===== src/hw/rtl/lrulk_pkg.sv =====
package lrulk_pkg;

    localparam int S_TDATA_W = 16;
    localparam int M_TDATA_W = 48;

    localparam int ACT_LO   = 0;
    localparam int ACT_W    = 3;
    localparam int IDX_LO   = 3;
    localparam int IDX_W    = 8;
    localparam int FIXED_B  = 11;
    localparam int PREC_B   = 12;

    localparam int STS_W    = 2;
    localparam int LOCK_W   = 16;
    localparam int OSTAMP_W = 16;

    localparam int AGE_SHIFT = 3;
    localparam logic [LOCK_W-1:0] LOCK_MAX = 16'hFFFF;

    typedef enum logic [2:0] {
        ACT_ASSIGN = 3'd0,
        ACT_LOCK   = 3'd1,
        ACT_UNLOCK = 3'd2,
        ACT_FREE   = 3'd3,
        ACT_VICTIM = 3'd4
    } act_t;

    typedef enum logic [1:0] {
        STS_DONE      = 2'd0,
        STS_REFUSED   = 2'd1,
        STS_NO_VICTIM = 2'd2
    } sts_t;

    typedef enum logic [3:0] {
        CMD_NONE,
        CMD_LOAD,
        CMD_CLEAR,
        CMD_READ,
        CMD_BYPASS,
        CMD_UPDATE,
        CMD_VSCAN,
        CMD_ASCAN,
        CMD_VCOMMIT,
        CMD_EMIT
    } cmd_t;

    typedef struct packed {
        logic is_victim;
        logic is_bypass;
        logic age_hit;
        logic scan_done;
        logic clear_last;
        logic out_free;
    } dp_stat_t;

endpackage


===== src/hw/rtl/lrulk_ctrl.sv =====
module lrulk_ctrl (
    input  logic                aclk,
    input  logic                aresetn,
    input  logic                s_tvalid,
    input  lrulk_pkg::dp_stat_t stat,
    output logic                s_tready,
    output lrulk_pkg::cmd_t     cmd
);

    typedef enum logic [2:0] {
        ST_CLEAR,
        ST_IDLE,
        ST_READ,
        ST_UPDATE,
        ST_AGE,
        ST_VSCAN,
        ST_VCOMMIT,
        ST_EMIT
    } state_t;

    state_t state_reg;
    state_t state_next;

    always_ff @(posedge aclk) begin
        if (!aresetn) begin
            state_reg <= ST_CLEAR;
        end else begin
            state_reg <= state_next;
        end
    end

    assign s_tready = (state_reg == ST_IDLE);

    always_comb begin
        state_next = state_reg;
        cmd        = lrulk_pkg::CMD_NONE;
        unique case (state_reg)
            ST_CLEAR: begin
                cmd = lrulk_pkg::CMD_CLEAR;
                if (stat.clear_last) begin
                    state_next = ST_IDLE;
                end
            end
            ST_IDLE: begin
                if (s_tvalid) begin
                    cmd        = lrulk_pkg::CMD_LOAD;
                    state_next = ST_READ;
                end
            end
            ST_READ: begin
                if (stat.is_victim) begin
                    state_next = ST_VSCAN;
                end else if (stat.is_bypass) begin
                    cmd        = lrulk_pkg::CMD_BYPASS;
                    state_next = ST_EMIT;
                end else begin
                    cmd        = lrulk_pkg::CMD_READ;
                    state_next = ST_UPDATE;
                end
            end
            ST_UPDATE: begin
                cmd        = lrulk_pkg::CMD_UPDATE;
                state_next = stat.age_hit ? ST_AGE : ST_EMIT;
            end
            ST_AGE: begin
                cmd = lrulk_pkg::CMD_ASCAN;
                if (stat.scan_done) begin
                    state_next = ST_EMIT;
                end
            end
            ST_VSCAN: begin
                cmd = lrulk_pkg::CMD_VSCAN;
                if (stat.scan_done) begin
                    state_next = ST_VCOMMIT;
                end
            end
            ST_VCOMMIT: begin
                cmd        = lrulk_pkg::CMD_VCOMMIT;
                state_next = ST_EMIT;
            end
            ST_EMIT: begin
                if (stat.out_free) begin
                    cmd        = lrulk_pkg::CMD_EMIT;
                    state_next = ST_IDLE;
                end
            end
            default: begin
                state_next = ST_IDLE;
            end
        endcase
    end

endmodule


===== config.mk =====
export PLATFORM = sky130hd
export DESIGN_NAME = lrulk_ctrl
export DESIGN_NICKNAME = d
export VERILOG_FILES = /design/src/hw/rtl/lrulk_pkg.sv /design/src/hw/rtl/lrulk_ctrl.sv
export SDC_FILE = /design/constraint.sdc
export NUM_CORES = 1
export LEC_CHECK = 0
export BUFFER_PORTS_ARGS = -buffer_cell sky130_fd_sc_hd__buf_2
export CAP_MARGIN = 40
export CELL_PAD_IN_SITES_DETAIL_PLACEMENT = 0
export CELL_PAD_IN_SITES_GLOBAL_PLACEMENT = 1
export CORE_AREA = 5 5 42 44
export DETAILED_ROUTE_END_ITERATION = 10
export DIE_AREA = 0 0 47 49
export PLACE_DENSITY = 0.55
export SLEW_MARGIN = 20
export SYNTH_ARGS = -nofsm -noshare
export SYNTH_HDL_FRONTEND = slang
export SYNTH_SLANG_ARGS = --single-unit

===== constraint.sdc =====
create_clock -name aclk -period 3.79 [get_ports aclk]
set_clock_uncertainty 0.2 [all_clocks]
set_input_delay 0.379 -clock aclk [delete_from_list [all_inputs] [get_ports aclk]]
set_output_delay 0.379 -clock aclk [all_outputs]
set_load 0.02 [all_outputs]

==> flow_metrics.env <==
export IMPL_outcome="finished, final reports clean"
export IMPL_placed_area_um2=360
export IMPL_final_hold_viol_count=0
export IMPL_grt_pass1_wl_um=1380
export IMPL_max_freq_ghz=0.457
export IMPL_synth_xor_area_share=0.0294
export IMPL_dieArea_mm2=0.00230
export IMPL_reg2reg_to="state_reg[0]"
export IMPL_synth_mux_area_frac=0.0336
export IMPL_nets=63
export IMPL_cts_sinks=3
export IMPL_antenna_found_initial=0
export IMPL_grt_usage=0.0809
export IMPL_rsz0062_at_grt="no"
export IMPL_final_cell_mix="13 x buf_2, 3 x nand2_1, 3 x nor3_1, 3 x clkbuf_4, 3 x dfxtp_1"
export IMPL_area_growth_pct=29.8
export IMPL_wl_per_cell_um=12.1
export IMPL_gr_total_overflow=0
export IMPL_cts_resized=0
export IMPL_synthSimpleGateAreaFrac=0.227
export IMPL_largest_reg_flops=3
export IMPL_fill_cells=179
export IMPL_ys_warnings_count=0
export IMPL_synth_ff_latch_count=3
export IMPL_finalSetupTns_ps=0
export IMPL_grt_max_degree=15
export IMPL_synthCells=39
export IMPL_startpoint_type="flop"
export IMPL_holdBufCountCts=0
export IMPL_fin_area_um2=387
export IMPL_routed_via_density=4.83
export IMPL_cts_max_level=1
export IMPL_finalCritPeriodShare=0.577
export IMPL_cts_setup_buffers=0
export IMPL_critPathArrivalTime_ps=1610
export IMPL_startpoint="state_reg[1]"
export IMPL_yosys_area_share_adder=0
export IMPL_synth_area_top_cells="dfxtp_1 20%, buf_4 7.6%, o221a_1 7.6%"
export IMPL_cap_viol_max_count=0
export IMPL_io_buffers=13
export IMPL_synth_cell_type_count=25
export IMPL_r2r_cells=3
export IMPL_postRouteAntennaNets=0
export IMPL_cp_end_kind="output pin"
export IMPL_n_antenna_cell=0
export IMPL_first_pass_iters=5
export IMPL_clk_transition_reported_paths_ps=30
export IMPL_layout_commonest_cell="buf_2"
export IMPL_critical_path_class="flop to output pin"
export IMPL_tightest_slew_ps=500
export IMPL_cts_root_buf="clkbuf_4"
export IMPL_syn_cell_area_um2=298
export IMPL_wl_um=836
export IMPL_setup_viol=0
export IMPL_cp_endpoint="cmd[0]"
export IMPL_ir_worst_vdd_mv=0.116
export IMPL_cts_buffers=3
export IMPL_hp_class="input pin to flop"
export IMPL_drive_above_1_share=0.358
export IMPL_grt_pass1_vias=307
export IMPL_dp_hpwl_um=630
export IMPL_period_minus_slack_ps=2190
export IMPL_cp_required_ps=3210
export IMPL_cts_tree="built"
export IMPL_final_core_util=0.276
export IMPL_r2r_setup_slack_ps=2360
export IMPL_syn_nets=48
export IMPL_synth_compound_area_frac=0.395
export IMPL_dr_total_vias=333
export IMPL_r2r_start="state_reg[0]"
export IMPL_whs_ps=200
export IMPL_insertion_delay_ps=230
export IMPL_power_density_mw_per_mm2=332
export IMPL_fp_dieH_um=49
export IMPL_synth_top_family_by_area="compound AO/OA/AOI/OAI gates"
export IMPL_slew_violations=0
export IMPL_drt_iter0_markers=20
export IMPL_core_area_mm2=0.00140
export IMPL_gp_congestion=0.668
export IMPL_path_max_fanout=12
export IMPL_cts_buffer_depth=2
export IMPL_power_leakage_nw=0.160
export IMPL_yosysTopAreaCellShare=0.202
export IMPL_relSlewSlack=0.666
export IMPL_yosysSeqAreaShare=0.202
export IMPL_start_util=0.213
export IMPL_drcViolationCount=0
export IMPL_rows=14
export IMPL_avgSynthCellArea_um2=7.64
export IMPL_synth_top_area_cell="dfxtp_1"
export IMPL_die_w_um=47
export IMPL_ioPinCount=14
==> cell families (layout without fill, tap and decap cells) <==
group	after synthesis	in the layout
AO/OA/AOI/OAI	15	15
multiplexers	1	1
flip-flops	3	3
AND/OR/NAND/NOR	13	13
XOR/XNOR	1	1
buffers and inverters	6	20
==> area by class of cell <==
type	count	area [µm²]	share of cell area
Clock buffer	4	26.3	0.0680
Inverter	3	11.3	0.0291
Multi-Input combinational cell	30	204	0.528
Sequential cell	3	60.1	0.155
Tap cell	16	20.0	0.0518
Timing Repair Buffer	13	65.1	0.168
==> worst min path at each step <==
stage / start / endpoint / slack [ps] / cells past startpoint
CTS: stat[0] / state_reg[1] / 190 / 2
floorplan: stat[0] / state_reg[1] / 300 / 1
global placement: stat[0] / state_reg[1] / 430 / 2
global route: stat[0] / state_reg[1] / 200 / 2
detailed placement: stat[0] / state_reg[1] / 430 / 2
finish: stat[0] / state_reg[1] / 200 / 2
==> worst max-delay path: stages (launching register included) <==
cell      delay (ps)
dfxtp_1          590
inv_2            120
o31a_1           310
o221ai_1         150
buf_2            190
==> per-stage QoR <==
step | std cells | power [mW] | setup WS [ps]
6_report | 69 | 0.128 | 1600
5_1_grt | 69 | 0.140 | 1480
4_1_cts | 69 | 0.132 | 1600
3_5_place_dp | 65 | 0.0745 | 1850
3_3_place_gp | 65 | 0.0758 | 1890
2_1_floorplan | 39 | 0.0626 | 2110
==> power breakdown <==
group / internal [mW] / leakage, nW / switching, mW
combinational: 0.0153 / 0.120 / 0.0176
clock: 0.0394 / 0.0150 / 0.0151
sequential: 0.0337 / 0.0245 / 0.00730
total: 0.0883 / 0.160 / 0.0400
==> layer usage <==
layer | up-vias | wire length (µm) | share of wire | track usage
li1 | 174 | - | - | -
met1 | 150 | 414 | 0.50 | 0.120
met2 | 9 | 386 | 0.46 | 0.0995
met3 | 0 | 36 | 0.043 | 0.0369
met4 | 0 | 0 | 0 | 0.0276
met5 | - | 0 | 0 | 0
==> synth_stat cells <==
library cell and n:
a21o_1 1, a21oi_1 2, a32oi_1 1, buf_4 3
dfxtp_1 3, inv_1 2, inv_2 1, mux2i_1 1
nand2_1 3, nand2b_1 1, nand3_1 1, nand3_2 1
nor2_1 2, nor2b_1 2, nor3_1 3, o211ai_1 1
o21a_1 1, o21ai_1 2, o21ai_2 1, o221a_1 2
o221ai_1 1, o311ai_1 1, o31a_1 1, o32ai_1 1
xnor2_1 1
(Power assumes the default switching activity.)
